<file path="src/rtl/gmi_pkg.sv">
`timescale 1ns / 1ps
// shared types and constants for the grib message indexer
package gmi_pkg;

  localparam int OFFSET_BITS_DEF = 40;
  localparam int LENGTH_BITS_DEF = 32;

  localparam int OFFSET_W = 40;
  localparam int LENGTH_W = 32;
  localparam int INDEX_W  = 16;

  localparam logic [31:0] MARK_GRIB = 32'h4752_4942;
  localparam logic [31:0] MARK_END  = 32'h3737_3737;

  localparam logic [7:0] EDITION_ONE = 8'd1;

  // header byte positions within a message
  localparam logic [3:0] HIDX_FIRST   = 4'd4;
  localparam logic [3:0] HIDX_LEN_END = 4'd6;
  localparam logic [3:0] HIDX_EDITION = 4'd7;
  localparam logic [3:0] HIDX_LAST    = 4'd15;

  // header bytes consumed and shortest legal message per length form
  localparam int HDR_ED1     = 8;
  localparam int HDR_EDN     = 16;
  localparam int TRAILER_LEN = 4;

  localparam logic RESULT_FOUND = 1'b0;
  localparam logic RESULT_ERROR = 1'b1;

  localparam logic [15:0] MAX_MESSAGES_RST = 16'hFFFF;

  typedef enum logic [3:0] {
    PH_HUNT   = 4'b0001,
    PH_HEADER = 4'b0010,
    PH_BODY   = 4'b0100,
    PH_STOP   = 4'b1000
  } phase_t;

  typedef struct packed {
    logic [7:0] data_byte;
    logic       last_byte;
  } in_item_t;

  typedef struct packed {
    logic                result_kind;
    logic [OFFSET_W-1:0] message_offset;
    logic [LENGTH_W-1:0] message_length;
    logic [7:0]          edition;
    logic [INDEX_W-1:0]  message_index;
  } out_item_t;

  typedef struct packed {
    logic      vld;
    out_item_t data;
  } scan_res_t;

  typedef struct packed {
    logic halted;
  } scan_stat_t;

endpackage

</file>
<file path="src/rtl/gmi_scan.sv">
`timescale 1ns / 1ps
// byte-at-a-time marker hunt, header decode and body/trailer check
module gmi_scan #(
  parameter int OFFSET_BITS = gmi_pkg::OFFSET_BITS_DEF,
  parameter int LENGTH_BITS = gmi_pkg::LENGTH_BITS_DEF
) (
  input  logic                clk,
  input  logic                rst_n,
  input  logic                cfg_wr_en,
  input  logic [15:0]         cfg_wr_data,
  input  logic                item_vld,
  input  gmi_pkg::in_item_t   item,
  output gmi_pkg::scan_res_t  res,
  output gmi_pkg::scan_stat_t stat
);

  // accumulator keeps at least the 32 bits that are reported
  localparam int ACC_W = (LENGTH_BITS > 32) ? LENGTH_BITS : 32;

  gmi_pkg::phase_t         phase_r, phase_nxt;
  logic [OFFSET_BITS-1:0]  pos_r, pos_nxt;
  logic [31:0]             recent_r, recent_nxt;
  logic [3:0]              hidx_r, hidx_nxt;
  logic [ACC_W-1:0]        acc_r, acc_nxt;
  logic                    ovf_r, ovf_nxt;
  logic [7:0]              ed_r, ed_nxt;
  logic [OFFSET_BITS-1:0]  start_r, start_nxt;
  logic [LENGTH_BITS-1:0]  rem_r, rem_nxt;
  logic [15:0]             mf_r, mf_nxt;
  logic [ACC_W-1:0]        len_r, len_nxt;
  logic [15:0]             max_r;

  logic [ACC_W-1:0]        acc_sh;
  logic                    ovf_sh;
  logic [ACC_W-1:0]        take_len;
  logic                    take_ovf;
  logic [ACC_W-1:0]        take_min;
  logic [ACC_W-1:0]        take_hdr;
  logic                    take_bad;
  logic                    took;
  logic                    emit;
  logic                    kind;
  logic [7:0]              b;
  logic                    last;

  assign b    = item.data_byte;
  assign last = item.last_byte;

  assign acc_sh = {acc_r[ACC_W-9:0], b};
  assign ovf_sh = ovf_r | (|acc_r[ACC_W-1 -: 8]);

  // length is taken either right at the edition byte or at the last header byte
  always_comb begin
    if (hidx_r == gmi_pkg::HIDX_EDITION) begin
      take_len = acc_r;
      take_ovf = ovf_r;
      take_min = ACC_W'(gmi_pkg::HDR_ED1 + gmi_pkg::TRAILER_LEN);
      take_hdr = ACC_W'(gmi_pkg::HDR_ED1);
    end else begin
      take_len = acc_sh;
      take_ovf = ovf_sh;
      take_min = ACC_W'(gmi_pkg::HDR_EDN + gmi_pkg::TRAILER_LEN);
      take_hdr = ACC_W'(gmi_pkg::HDR_EDN);
    end
    take_bad = take_ovf | (|(take_len >> LENGTH_BITS)) | (take_len < take_min);
  end

  always_comb begin
    phase_nxt  = phase_r;
    pos_nxt    = pos_r;
    recent_nxt = recent_r;
    hidx_nxt   = hidx_r;
    acc_nxt    = acc_r;
    ovf_nxt    = ovf_r;
    ed_nxt     = ed_r;
    start_nxt  = start_r;
    rem_nxt    = rem_r;
    mf_nxt     = mf_r;
    len_nxt    = len_r;
    emit       = 1'b0;
    kind       = gmi_pkg::RESULT_FOUND;
    took       = 1'b0;

    if (item_vld && phase_r != gmi_pkg::PH_STOP) begin
      pos_nxt    = pos_r + OFFSET_BITS'(1);
      recent_nxt = {recent_r[23:0], b};
      case (phase_r)
        gmi_pkg::PH_HUNT: begin
          if (recent_nxt == gmi_pkg::MARK_GRIB) begin
            start_nxt = pos_r - OFFSET_BITS'(3);
            hidx_nxt  = gmi_pkg::HIDX_FIRST;
            acc_nxt   = '0;
            ovf_nxt   = 1'b0;
            ed_nxt    = '0;
            len_nxt   = '0;
            phase_nxt = gmi_pkg::PH_HEADER;
            if (last) begin
              emit      = 1'b1;
              kind      = gmi_pkg::RESULT_ERROR;
              phase_nxt = gmi_pkg::PH_STOP;
            end
          end else if (last) begin
            phase_nxt = gmi_pkg::PH_STOP;
          end
        end
        gmi_pkg::PH_HEADER: begin
          hidx_nxt = hidx_r + 4'd1;
          if (hidx_r inside {[gmi_pkg::HIDX_FIRST:gmi_pkg::HIDX_LEN_END]}) begin
            acc_nxt = acc_sh;
            ovf_nxt = ovf_sh;
          end else if (hidx_r == gmi_pkg::HIDX_EDITION) begin
            ed_nxt = b;
            if (b == gmi_pkg::EDITION_ONE) begin
              took = 1'b1;
            end else begin
              acc_nxt = '0;
              ovf_nxt = 1'b0;
            end
          end else begin
            acc_nxt = acc_sh;
            ovf_nxt = ovf_sh;
            if (hidx_r == gmi_pkg::HIDX_LAST) begin
              took = 1'b1;
            end
          end
          if (took) begin
            len_nxt = take_len;
            rem_nxt = LENGTH_BITS'(take_len - take_hdr);
            if (take_bad || last) begin
              emit      = 1'b1;
              kind      = gmi_pkg::RESULT_ERROR;
              phase_nxt = gmi_pkg::PH_STOP;
            end else begin
              phase_nxt = gmi_pkg::PH_BODY;
            end
          end else if (last) begin
            emit      = 1'b1;
            kind      = gmi_pkg::RESULT_ERROR;
            phase_nxt = gmi_pkg::PH_STOP;
          end
        end
        gmi_pkg::PH_BODY: begin
          rem_nxt = rem_r - LENGTH_BITS'(1);
          if (rem_nxt != '0) begin
            if (last) begin
              emit      = 1'b1;
              kind      = gmi_pkg::RESULT_ERROR;
              phase_nxt = gmi_pkg::PH_STOP;
            end
          end else if (recent_nxt != gmi_pkg::MARK_END) begin
            emit      = 1'b1;
            kind      = gmi_pkg::RESULT_ERROR;
            phase_nxt = gmi_pkg::PH_STOP;
          end else begin
            emit       = 1'b1;
            mf_nxt     = mf_r + 16'd1;
            recent_nxt = '0;
            if (mf_nxt >= max_r || last) begin
              phase_nxt = gmi_pkg::PH_STOP;
            end else begin
              phase_nxt = gmi_pkg::PH_HUNT;
            end
          end
        end
        default: begin
          phase_nxt = gmi_pkg::PH_STOP;
        end
      endcase
    end
  end

  // result fields reflect the state as updated by this byte, index before the count moves
  always_comb begin
    res.vld                 = emit;
    res.data.result_kind    = kind;
    res.data.message_offset = gmi_pkg::OFFSET_W'(start_nxt);
    res.data.message_length = gmi_pkg::LENGTH_W'(len_nxt);
    res.data.edition        = ed_nxt;
    res.data.message_index  = mf_r;
  end

  assign stat.halted = (phase_r == gmi_pkg::PH_STOP);

  always_ff @(posedge clk) begin
    if (!rst_n) begin
      phase_r  <= gmi_pkg::PH_HUNT;
      pos_r    <= '0;
      recent_r <= '0;
      hidx_r   <= '0;
      acc_r    <= '0;
      ovf_r    <= 1'b0;
      ed_r     <= '0;
      start_r  <= '0;
      rem_r    <= '0;
      mf_r     <= '0;
      len_r    <= '0;
      max_r    <= gmi_pkg::MAX_MESSAGES_RST;
    end else begin
      phase_r  <= phase_nxt;
      pos_r    <= pos_nxt;
      recent_r <= recent_nxt;
      hidx_r   <= hidx_nxt;
      acc_r    <= acc_nxt;
      ovf_r    <= ovf_nxt;
      ed_r     <= ed_nxt;
      start_r  <= start_nxt;
      rem_r    <= rem_nxt;
      mf_r     <= mf_nxt;
      len_r    <= len_nxt;
      if (cfg_wr_en) begin
        max_r <= cfg_wr_data;
      end
    end
  end

endmodule

</file>
<file path="src/rtl/grib_message_indexer.sv">
`timescale 1ns / 1ps
// grib message indexer top level: input register, scanner and result register
// Usage:
//   in_valid/in_data/in_stall carry the file one byte per transfer, with
//   last_byte set on the final byte. out_valid/out_data/out_stall carry one
//   result per good message (offset, length, edition, index) or one error
//   result, after which the block halts and ignores further bytes.
//   cfg_wr_en/cfg_wr_data set the message limit; write it while idle.
//   A transferred byte is registered in the input register, scanned once the
//   result register is empty or being taken, and its result, if any, is
//   registered and presented on out_valid. One byte per cycle is
//   sustained while the result side is not stalled; the input register and
//   the result register are the only stages.
//   While out_stall holds a pending result, the scanner waits and in_stall
//   rises once the input register is full; nothing is dropped.
//   Synchronous active-low reset returns to the marker hunt at offset zero,
//   clears the message count and sets the limit to 65535.
module grib_message_indexer #(
  parameter int OFFSET_BITS = gmi_pkg::OFFSET_BITS_DEF,
  parameter int LENGTH_BITS = gmi_pkg::LENGTH_BITS_DEF
) (
  input  logic               clk,
  input  logic               rst_n,
  input  logic               in_valid,
  input  gmi_pkg::in_item_t  in_data,
  output logic               in_stall,
  output logic               out_valid,
  output gmi_pkg::out_item_t out_data,
  input  logic               out_stall,
  input  logic               cfg_wr_en,
  input  logic [15:0]        cfg_wr_data
);

  logic                s1_vld_r, s1_vld_nxt;
  gmi_pkg::in_item_t   s1_item_r;
  logic                out_vld_r, out_vld_nxt;
  gmi_pkg::out_item_t  out_item_r;
  logic                adv;
  logic                proc;
  gmi_pkg::scan_res_t  res;
  gmi_pkg::scan_stat_t stat;

  // the scanner may move only when the result slot is empty or being taken
  assign adv      = !out_vld_r || !out_stall;
  assign proc     = s1_vld_r && adv;
  assign in_stall = s1_vld_r && !adv;

  assign out_valid = out_vld_r;
  assign out_data  = out_item_r;

  always_comb begin
    if (in_valid && !in_stall) begin
      s1_vld_nxt = 1'b1;
    end else if (adv) begin
      s1_vld_nxt = 1'b0;
    end else begin
      s1_vld_nxt = s1_vld_r;
    end
    if (proc) begin
      out_vld_nxt = res.vld;
    end else begin
      out_vld_nxt = out_vld_r && out_stall;
    end
  end

  gmi_scan #(
    .OFFSET_BITS (OFFSET_BITS),
    .LENGTH_BITS (LENGTH_BITS)
  ) u_scan (
    .clk         (clk),
    .rst_n       (rst_n),
    .cfg_wr_en   (cfg_wr_en),
    .cfg_wr_data (cfg_wr_data),
    .item_vld    (proc),
    .item        (s1_item_r),
    .res         (res),
    .stat        (stat)
  );

  always_ff @(posedge clk) begin
    if (!rst_n) begin
      s1_vld_r  <= 1'b0;
      out_vld_r <= 1'b0;
    end else begin
      s1_vld_r  <= s1_vld_nxt;
      out_vld_r <= out_vld_nxt;
    end
  end

  always_ff @(posedge clk) begin
    if (in_valid && !in_stall) begin
      s1_item_r <= in_data;
    end
    if (proc && res.vld) begin
      out_item_r <= res.data;
    end
  end

`ifndef ASSERT_OFF
  a_stall_only_when_full: assert property (@(posedge clk) disable iff (!rst_n)
    in_stall |-> s1_vld_r)
    else $error("input stalled with an empty input register");

  a_error_halts: assert property (@(posedge clk) disable iff (!rst_n)
    (proc && res.vld && res.data.result_kind == gmi_pkg::RESULT_ERROR) |=> stat.halted)
    else $error("scanner kept running after an error result");

  a_halt_sticky: assert property (@(posedge clk) disable iff (!rst_n)
    stat.halted |=> stat.halted)
    else $error("scanner left the halted state without reset");

  a_no_result_when_halted: assert property (@(posedge clk) disable iff (!rst_n)
    stat.halted |-> !res.vld)
    else $error("result produced while halted");
`endif

endmodule
</file>
<file path="config.mk">
export PLATFORM = sky130hd
export DESIGN_NAME = grib_message_indexer
export DESIGN_NICKNAME = d
export VERILOG_FILES = /design/src/rtl/gmi_pkg.sv /design/src/rtl/gmi_scan.sv /design/src/rtl/grib_message_indexer.sv
export SDC_FILE = /design/constraint.sdc
export NUM_CORES = 1
export LEC_CHECK = 0
export ABC_AREA = 1
export BUFFER_PORTS_ARGS = -buffer_cell sky130_fd_sc_hd__buf_4
export CAP_MARGIN = 0
export CORE_MARGIN = 5
export CORE_UTILIZATION = 55
export DETAILED_ROUTE_END_ITERATION = 6
export MAX_ROUTING_LAYER = met4
export PLACE_DENSITY_LB_ADDON = 0.3
export SYNTH_ARGS = -nofsm -noshare
export SYNTH_HDL_FRONTEND = slang
export SYNTH_SLANG_ARGS = --single-unit
</file>
<file path="constraint.sdc">
create_clock -name clk -period 4.3 [get_ports clk]
set_input_delay 1.29 -clock clk [delete_from_list [all_inputs] [get_ports clk]]
set_output_delay 1.29 -clock clk [all_outputs]
set_load 0.02 [all_outputs]
</file>
* Word level (Yosys, flattened, before mapping)
Index checks and enable logic that the tools add are counted.
Widths: inputs -> output; s select.
** Word-level totals
- Register bits after elaboration :: 357
- Input bits :: 30
- Output and inout bits :: 99
- Word-level logic and storage cells :: 131
** Cells by class
- $add $sub $neg :: 6
- $lt $le $gt $ge :: 4
- Equality and inequality tests :: 12
- Mux-type cells :: 61
- Bitwise gates (word level) :: 4
- Reduce and logical (&&, ||, !) cells :: 23
** Operators with widths (number)
- $mux 32 :: 9
- $pmux 32 s2 :: 3
- $mux 40 :: 3
- $mux 24 :: 3
- $add 40x1->40 const B :: 1
- $sub 40x2->40 const B :: 1
- $mux 4 :: 9
- $eq 32x31->1 const B :: 1
- $lt 32x32->1 :: 1
- $mux 8 :: 4
- $ne 32x30->1 const B :: 1
- $reduce_bool 32->1 :: 1
- $sub 32x1->32 const B :: 1
- $sub 32x5->32 :: 1
- $mux 1 :: 22
- $add 16x1->16 const B :: 1
- $ge 16x16->1 :: 1
- $pmux 8 s2 :: 1
- $pmux 4 s3 :: 1
- $mux 5 :: 2
- $eq 4x3->1 const B :: 2
- $eq 8x1->1 const B :: 1
- $pmux 4 s2 :: 1
- $reduce_and 4->1 :: 2
- 19 further kinds :: 37

* Logic depth before layout (Yosys ltp)
Gate-level depths: netlist of the first run.
- Word-level depth :: 10
- Depth in mapped cells :: 21
- Depth with buffers taken out :: 20

* Cells and area by module
A second synthesis of the first run with hierarchy kept.
** Unflattened totals
- Cells, all modules :: 2469
- Area, all modules :: 18251.3 um2
** Modules (own cells, without submodules)
- gmi_scan :: times used 1, cells each 2346, area an instance 14964.4 um2, seq. area each 4984.8 um2
- grib_message_indexer :: times used 1, cells each 123, area an instance 3286.9 um2, seq. area each 3223.1 um2

* Least setup slack after synthesis of the first run
OpenSTA, ideal clock, no wires.
- Kind :: register -> register
- Start point :: reg u_scan.hidx_r[0]
- End point :: reg out_item_r (netlist bit out_data[0]) (enable)
- Setup time :: 0.451 ns
- Arrival time :: 3.901 ns
- Data required time :: 3.849 ns
- Path slack :: -0.052 ns
- Stages on the path, launching flop included :: 16
- Buffers on the path :: 3
- Clock period less this slack :: 4.352 ns
- Cell sequence :: dfxtp_1 ha_1 nand2_2 nor2_4 buf_6 buf_8 buf_2 a21oi_1 nand4_1 nor2_1 nand3_1 nand2_1 a21oi_1 nand2_1 nand2_1 inv_1
** Between the ends
- Longest elaborated chain between the ends :: 10
- Elaborated cells between the ends (all ways) :: 21
- Those cells by class :: order compare: 3; eq/ne: 2; mux: 12; bitwise: 1; reduce/logical: 3
** Ends and longest elaborated chain
- from (decl) :: line gmi_scan.sv:23 : logic [3:0] hidx_r, hidx_nxt;
- from (signal assigned) :: line gmi_scan.sv:202 : hidx_r <= hidx_nxt;
- $eq 4x3->1 / $eq 4x4->1 (equally long branches) :: line gmi_scan.sv:54, gmi_scan.sv:111, gmi_scan.sv:122
- $mux 32, or another cell as far along :: line gmi_scan.sv:54 : if (hidx_r == gmi_pkg::HIDX_EDITION) begin
- $lt 32x32->1 / $mux 1 (equally long branches) :: line gmi_scan.sv:65, gmi_scan.sv:111
- $or 1x1->1 / $mux 1 (equally long branches) :: line gmi_scan.sv:65, gmi_scan.sv:108
- $logic_or 1x1->1 / $mux 1 (equally long branches) :: line gmi_scan.sv:129, gmi_scan.sv:87
- $mux 1, on equally long branches :: line gmi_scan.sv:129, gmi_scan.sv:84
- $mux 1 (*) :: line gmi_scan.sv:126 : if (took) begin
- $pmux 1 s3 (*) :: line gmi_scan.sv:87 : case (phase_r)
- $mux 1 (*) :: line gmi_scan.sv:84 : if (item_vld && phase_r != gmi_pkg::PH_STOP) begin
- $logic_and 1x1->1 (*) :: line grib_message_indexer.sv:94 : if (proc && res.vld) begin
- to (signal assigned) :: line grib_message_indexer.sv:95 : out_item_r <= res.data;
- to (decl) :: line grib_message_indexer.sv:37 : gmi_pkg::out_item_t out_item_r;
Every way passes the cells marked *; elsewhere a longest branch is shown, timed or not. The select of a mux whose other input is x is not followed.
A chain may end at the register's enable or synchronous reset.

* Final worst setup path of the first run
- Start point :: reg u_scan.hidx_r[0]
- End point :: reg out_item_r (netlist bit out_data[48]) (enable)
The elaborated chain is that of the path after synthesis.

==> results by group, run 1 <==
Status
  • Outcome: complete, no violations

Global routing
  • Wire length of the first global-routing pass: approximately 75,000 um
  • Total global routing overflow: 0
  • Largest net degree at the start of global routing: 85
  • Number of global-route vias before repair: ~15,000
  • Number of antenna violations at the first check in global routing: 0
  • Global routing usage summed across all routing layers: about 26%

Setup path
  • Critical path capture point type: flip-flop
  • Family with the most delay on the worst path: simple AND/OR/NAND/NOR gates
  • Arrival @ worst endpoint: around 4.2 ns
  • CP max stage cell: o21ai_0
  • Critical path startpoint category: flip-flop
  • Length in cells of the worst reg-to-reg path: 15
  • Max Fanout on Critical Path: 40
  • Bufs and invs on worst path: 3
  • Endpoint required time on the critical path: 4.51 ns
  • Cell repeated most along the worst path: nand2_1
  • Number of stages on the worst setup path: 15
  • Critical path start-end classification: reg2reg
  • Max incr delay on CP: between 0.7 and 0.8 ns
  • Cell Chain, Critical Path: ha_1, nand2_2, nor2_4, inv_1, o21ai_0, a21oi_1, nand2_1, nor2_1, nand3_1, nand2_1, a21oi_1, nand2_1, nand2_1, clkinvlp_4, buf_4

Finish
  • Highest-count cells in the layout ignoring fill and taps: nand2_1 (488), inv_1 (271), dfxtp_1 (251)
  • Relative area change from synthesis to final layout: 14.1%
  • Post-route core utilization: a little over three fifths
  • Leading cell type in the layout, fill and taps excluded: nand2_1
  • Fraction of final layout cells with drive strength greater than 1: 13.8%
  • Number of antenna cells inserted: 0
  • Number of fill cells in the layout: around 2,900
  • Finished Cell Area: 20,500 sq um
  • Final layout net count: roughly 2,500

Timing
  • Setup TNS: 0 ns
  • Number of hold violations in the final report: 0
  • Period Utilization, post-route: between 90% and 100%
  • Worst Clk Skew: approximately 0.029 ns
  • Final slew viol count: 0
  • Unrepaired setup endpoints after global routing: no
  • Post-layout min period: just over 4 ns
  • Max Freq: approximately 250 MHz
  • Setup-failing EPs final: 0
  • Setup slack after layout: approximately 0.27 ns
  • Worst-margin pin slew: roughly 0.92 ns
  • Worst slew margin: a little under two fifths

Logic synthesis
  • Top flip-flop cell by instance count after synthesis: dfxtp_1
  • Synth top area share: 27.9%
  • Synthesized flop and latch total: around 360
  • Async set or reset register ratio after synthesis: 0%
  • Part of the Yosys area used for sequential elements: ~46%
  • Yosys warning count: 0
  • Count of unique library cells instantiated by Yosys: 56
  • Number of enable flip-flop cells after synthesis: approximately 110
  • Area leader, netlist: dfxtp_1
  • Post-Synthesis Cell Area: about 18,000 sq um
  • Nets in the synthesized netlist: between 2,000 and 2,500
  • Post-synthesis instance total: 2,343
  • Syn Area/Cell: about 7.7 sq um
  • Top area cells in the synthesized netlist: dfxtp_1 (28%), edfxtp_1 (18%), nand2_1 (10%), a21oi_1 (5.8%), inv_1 (5.7%)

Route
  • Post-Route WL: about 47,000 um
  • Remaining number of nets flagged by the antenna check after routing: 0
  • Detailed-router iteration count before antenna repair: 5
  • Total met3 wirelength after detailed routing: around 2800 um
  • Vias post-DR: between 15,000 and 20,000
  • Wire length on met1: ~21,000 um
  • Amount of wire on met2 after detailed routing: around 21,000 um
  • Mean routed wirelength per cell: 16.0 um
  • First-iteration detailed-routing DRC count: around 1,400
  • Top metal layer carrying routed signals: met4
  • Post-detailed-route DRC marker count: 0
  • Number of vias per cell after detailed routing: about 5.5

Clocking
  • Number of sinks handled by clock tree synthesis: about 360
  • Clock-pin slew reported for the worst setup and hold paths after clock tree synthesis: roughly 0.06 ns
  • Post CTS Setup Buffer Count: 0
  • Number of instances resized during post-cts repair: 0
  • CTS max path bufs: 3
  • Clk_lat worst skew: 0.54 ns
  • CTS root buffer: clkbuf_16
  • Inserted Clock Buffers: 39
  • Number of hold buffers added after CTS: 0
  • H-Tree Depth: 2
  • CTS tree: built

Power and ir drop
  • Clock power share: a little under half
  • Sequential Power Share: 49.5%
  • Logic pwr share: under 10%
  • Maximum VDD drop: slightly below 0.0003 V
  • Switching power share of the total: 22.3%
  • Power per unit of standard cell area: between 300 and 400 nW/um^2
  • Leakage component of the power: 0.00871 uW
  • Net load switching power: 1580 uW
  • Pint: 5500 uW

Placement
  • Count of input and output buffers: between 100 and 150
  • GP Congestion: roughly 1
  • Placed inst area: a little under 20,000 sq um
  • Placement Setup Slack: approximately 0.30 ns
  • DP Wirelength: ~33,000 um

Floorplan
  • CORE AREA: approximately 32,000 sq um
  • Horizontal die dimension: between 150 and 200 um
  • Number of top-level design ports: 129
  • Die footprint: approximately 36,000 sq um
  • Starting density of the core: between 50 and 60%
  • Number of rows created at floorplan: 66
  • Die outline height: 191 um

Run
  • Number of maximum-capacitance violations: 0

Worst hold path
  • Worst hold-check path type: reg2reg
  • Number of stages on the worst hold path: 0
## cell families after synthesis
group           after synthesis  share of synthesized area [%]
simple gates               1065                           27.0
compound gates              463                           14.5
buf+inv                     378                           8.51
flops                       357                           45.6
xor+xnor                     56                           2.72
fa+ha+maj                    23                           1.60
mux                           1                         0.0556
## synth_stat cells (2+ instances only)
cell      count
and2_1        8
inv_2        15
a21oi_2       7
o21ai_2       4
a21oi_4       2
dfxtp_1     251
nand3_1     121
nor3b_2       2
nor2_1      239
xor2_1       50
nor4_1       12
o21bai_1      3
o21ai_1      26
clkbuf_1     55
buf_1         8
nand2_1     488
o21ai_0     130
nand3b_1     14
buf_8         3
or2_2        24
o211ai_1     10
a211oi_1     37
nor2_2       27
nor3_2        5
xnor2_1       6
o21a_1       10
a221oi_1      3
nor3b_1       2
a31oi_1      17
nand4_1      44
ha_1         23
nor2_4       15
nor3_1       34
buf_6         6
nand2_4       3
edfxtp_1    106
nor4_4        2
buf_4         5
nand2_2      15
buf_2        13
a21oi_1     208
inv_1       272
nand3_2       5
## path summary, 6_finish.rpt
kind              slack, ns            to             start
setup / recovery       0.27  out_data[48]  u_scan.hidx_r[0]
hold / removal         0.46   out_data[4]    u_scan.mf_r[4]
setup reg to reg       0.27  out_data[48]  u_scan.hidx_r[0]
hold reg to reg        0.46   out_data[4]    u_scan.mf_r[4]
## stage by stage
stage / hold slack [ns] / total power, uW / std cells
2_1_floorplan: 0.430 / 3750 / 2343
3_3_place_gp: 0.455 / 3830 / 2843
3_5_place_dp: 0.461 / 3840 / 2843
4_1_cts: 0.470 / 7130 / 2915
5_1_grt: 0.485 / 7320 / 2915
6_report: 0.463 / 7080 / 2915
## sequential cells by signal, summed over array words and instances (netlist names), 24 cells and up
name	count
out_data	97
u_scan.start_r	40
u_scan.acc_r	32
u_scan.rem_r	32
u_scan.pos_r	40
u_scan.recent_r	24
u_scan.len_r	32
## area by class of cell
class	count	area (sq um)	share of cell area, %
timing repair buffer	148	1150	5.61
sequential	357	8210	40.0
tap	442	553	2.69
clock buffer	56	1120	5.46
multi-input combinational	1608	8270	40.3
inverter	288	1090	5.29
clock inverter	16	149	0.725
## power groups by stage
stage / combinational [uW] / sequential (uW) / clock (uW)
6_report: 268 / 3500 / 3310
5_1_grt: 300 / 3500 / 3520
4_1_cts: 266 / 3500 / 3360
3_5_place_dp: 265 / 3580 / 0
3_3_place_gp: 257 / 3570 / 0
2_1_floorplan: 181 / 3560 / 0
## worst reg2reg max path: stages (launching register included)
cell	delay [ns]
dfxtp_1	0.39
ha_1	0.21
nand2_2	0.09
nor2_4	0.46
inv_1	0.27
o21ai_0	0.79
a21oi_1	0.18
nand2_1	0.12
nor2_1	0.05
nand3_1	0.17
nand2_1	0.12
a21oi_1	0.19
nand2_1	0.07
nand2_1	0.14
clkinvlp_4	0.12
buf_4	0.29
## per-layer routing
layer / up-vias / track usage (%)
met3: 109 / 3.27
li1: 7943 / -
met5: - / -
met1: 7316 / 33.9
met4: 0 / 9.48
met2: 549 / 40.7
Power figures use the tool's default switching activity.
==> run 2: changes to the inputs <==
--- a/config.mk
+++ b/config.mk
@@ -8,11 +8,11 @@
 export ABC_AREA = 1
 export BUFFER_PORTS_ARGS = -buffer_cell sky130_fd_sc_hd__buf_4
 export CAP_MARGIN = 0
-export CORE_MARGIN = 5
-export CORE_UTILIZATION = 55
+export CORE_UTILIZATION = 56
 export DETAILED_ROUTE_END_ITERATION = 6
 export MAX_ROUTING_LAYER = met4
 export PLACE_DENSITY_LB_ADDON = 0.3
+export SETUP_SLACK_MARGIN = 0.1
 export SYNTH_ARGS = -nofsm -noshare
 export SYNTH_HDL_FRONTEND = slang
 export SYNTH_SLANG_ARGS = --single-unit
==> constraint.sdc (replaced) <==
create_clock -name clk -period 4.5 [get_ports clk]
set_input_delay 1.35 -clock clk [delete_from_list [all_inputs] [get_ports clk]]
set_output_delay 1.35 -clock clk [all_outputs]
set_load 0.02 [all_outputs]
==> results by group, run 2 (synthesis gave the netlist of run 1 again) <==
Status
  • Outcome: complete, no violations

Finish
  • Post-route core utilization: between 60% and 70%
  • Max FFs per register: 97
  • Leading cell type in the layout, fill and taps excluded: nand2_1
  • Combined area of the multi-input logic cells: between 8000 and 9000 sq um
  • Fraction of final layout cells with drive strength greater than 1: between 10% and 20%
  • Highest-count cells in the layout ignoring fill and taps: nand2_1 (488), inv_1 (271), dfxtp_1 (251)
  • Reg area: 8210 sq um
  • Number of fill cells in the layout: roughly 2,700
  • Number of antenna cells inserted: 0
  • Final layout net count: approximately 2,500
  • Relative area change from synthesis to final layout: 14.2%

Clocking
  • Clock-pin slew reported for the worst setup and hold paths after clock tree synthesis: ~0.060 ns
  • Post CTS Setup Buffer Count: 0
  • Number of hold buffers added after CTS: 0
  • CTS tree: built
  • CTS root buffer: clkbuf_16
  • H-Tree Depth: 2
  • Clk_lat worst skew: 0.53 ns
  • Inserted Clock Buffers: 39
  • Number of instances resized during post-cts repair: 0
  • CTS max path bufs: 3
  • Number of sinks handled by clock tree synthesis: about 360

Floorplan
  • Die outline height: 181 um
  • Horizontal die dimension: 181 um
  • Starting density of the core: roughly 57%
  • CORE AREA: about 32,000 sq um
  • Number of top-level design ports: 129
  • Die footprint: 32,900 sq um
  • Number of rows created at floorplan: 65

Timing
  • Final slew viol count: 0
  • Max Freq: ~250 MHz
  • Setup-failing EPs final: 0
  • Setup slack after layout: 0.464 ns
  • Post-layout min period: 4.04 ns
  • Setup TNS: 0 ns
  • Number of hold violations in the final report: 0
  • Worst Clk Skew: 0.0240 ns
  • Worst-margin pin slew: a little under 0.9 ns
  • Period Utilization, post-route: roughly 90%
  • Unrepaired setup endpoints after global routing: no
  • Worst slew margin: between 40 and 50%

Setup path
  • Max incr delay on CP: 0.55 ns
  • Bufs and invs on worst path: 3
  • CP max stage cell: buf_4
  • Critical path start-end classification: reg2reg
  • Critical path capture point type: flip-flop
  • Cell Chain, Critical Path: ha_1, nand2_2, nor2_4, buf_4, nor2_1, a21oi_1, nand4_1, nor2_1, nand3_1, nand2_1, a21oi_1, nand2_1, nand2_1, clkinvlp_4, buf_4
  • Cell repeated most along the worst path: nand2_1
  • Arrival @ worst endpoint: 4.17 ns
  • Critical path startpoint category: flip-flop
  • Endpoint required time on the critical path: 4.63 ns
  • Max Fanout on Critical Path: 57
  • Family with the most delay on the worst path: simple AND/OR/NAND/NOR gates

Run
  • Number of maximum-capacitance violations: 0

Power and ir drop
  • Clock power share: 48.5%
  • Sequential Power Share: 47.7%
  • Switching power share of the total: 21.4%
  • Net load switching power: about 1500 uW
  • Logic pwr share: 3.8%
  • Pint: around 5500 uW
  • Total power of the final layout: 7020 uW
  • Leakage component of the power: slightly below 0.009 uW
  • Power per unit of standard cell area: 341 nW/um^2
  • Maximum VDD drop: ~0.00026 V

Route
  • Remaining number of nets flagged by the antenna check after routing: 0
  • Mean routed wirelength per cell: around 16 um
  • Post-detailed-route DRC marker count: 0
  • Vias post-DR: about 16,000
  • First-iteration detailed-routing DRC count: 1,199
  • Post-Route WL: around 47,000 um
  • Number of vias per cell after detailed routing: 5.61
  • Detailed-router iteration count before antenna repair: 5

Placement
  • Placement Setup Slack: 0.371 ns
  • Count of input and output buffers: between 100 and 150
  • GP Congestion: 0.964
  • DP Wirelength: around 33,000 um

Worst hold path
  • Worst hold-check path type: reg2reg

Global routing
  • Total global routing overflow: 0
  • Wire length of the first global-routing pass: ~76,000 um
  • Largest net degree at the start of global routing: 97
  • Global routing usage summed across all routing layers: 29.2%
  • Number of global-route vias before repair: around 15,000
  • Number of antenna violations at the first check in global routing: 0
[run 2: layer usage]
metal	vias up	GRT usage (%)	part of all wire [%]
met2	509	48.0	48
met5	-	-	0
met3	79	3.31	5.2
met4	0	8.34	2.2
li1	7944	-	-
met1	7595	38.1	45
[run 2: worst paths after layout]
path | start | endpoint | slack, ns | depth (start not counted)
setup / recovery | u_scan.hidx_r[0] | out_data[91] | 0.46 | 15
hold / removal | u_scan.max_r[5] | u_scan.max_r[5] | 0.47 | 2
setup reg to reg | u_scan.hidx_r[0] | out_data[91] | 0.46 | 15
hold reg to reg | u_scan.max_r[5] | u_scan.max_r[5] | 0.47 | 2
[run 2: worst min-delay path: cells and delay by family, from the launching register on]
family	cells	cell delay [ns]
flops	1	0.30
buf+inv	1	0.06
compound gates	1	0.06
[run 2: power groups by stage]
stage / clock network [uW] / registers (uW) / logic (uW)
floorplan: 0 / 3410 / 173
finish: 3410 / 3350 / 267
global route: 3580 / 3350 / 295
global placement: 0 / 3410 / 256
CTS: 3450 / 3340 / 264
detailed placement: 0 / 3410 / 262
[run 2: metrics by stage]
stage | area (sq um) | hold WS, ns | std cells
3_5_place_dp | 19200 | 0.458 | 2805
2_1_floorplan | 18000 | 0.430 | 2343
4_1_cts | 20600 | 0.467 | 2874
3_3_place_gp | 19200 | 0.456 | 2805
6_report | 20600 | 0.471 | 2874
5_1_grt | 20600 | 0.493 | 2874
[run 2: final cells by class]
cell class,count,area share [%]
inverter,288,5.29
clock buffer,50,5.10
sequential,357,39.9
clock inverter,19,1.50
multi-input combinational,1608,40.2
timing repair buffer,150,5.54
tap,402,2.45
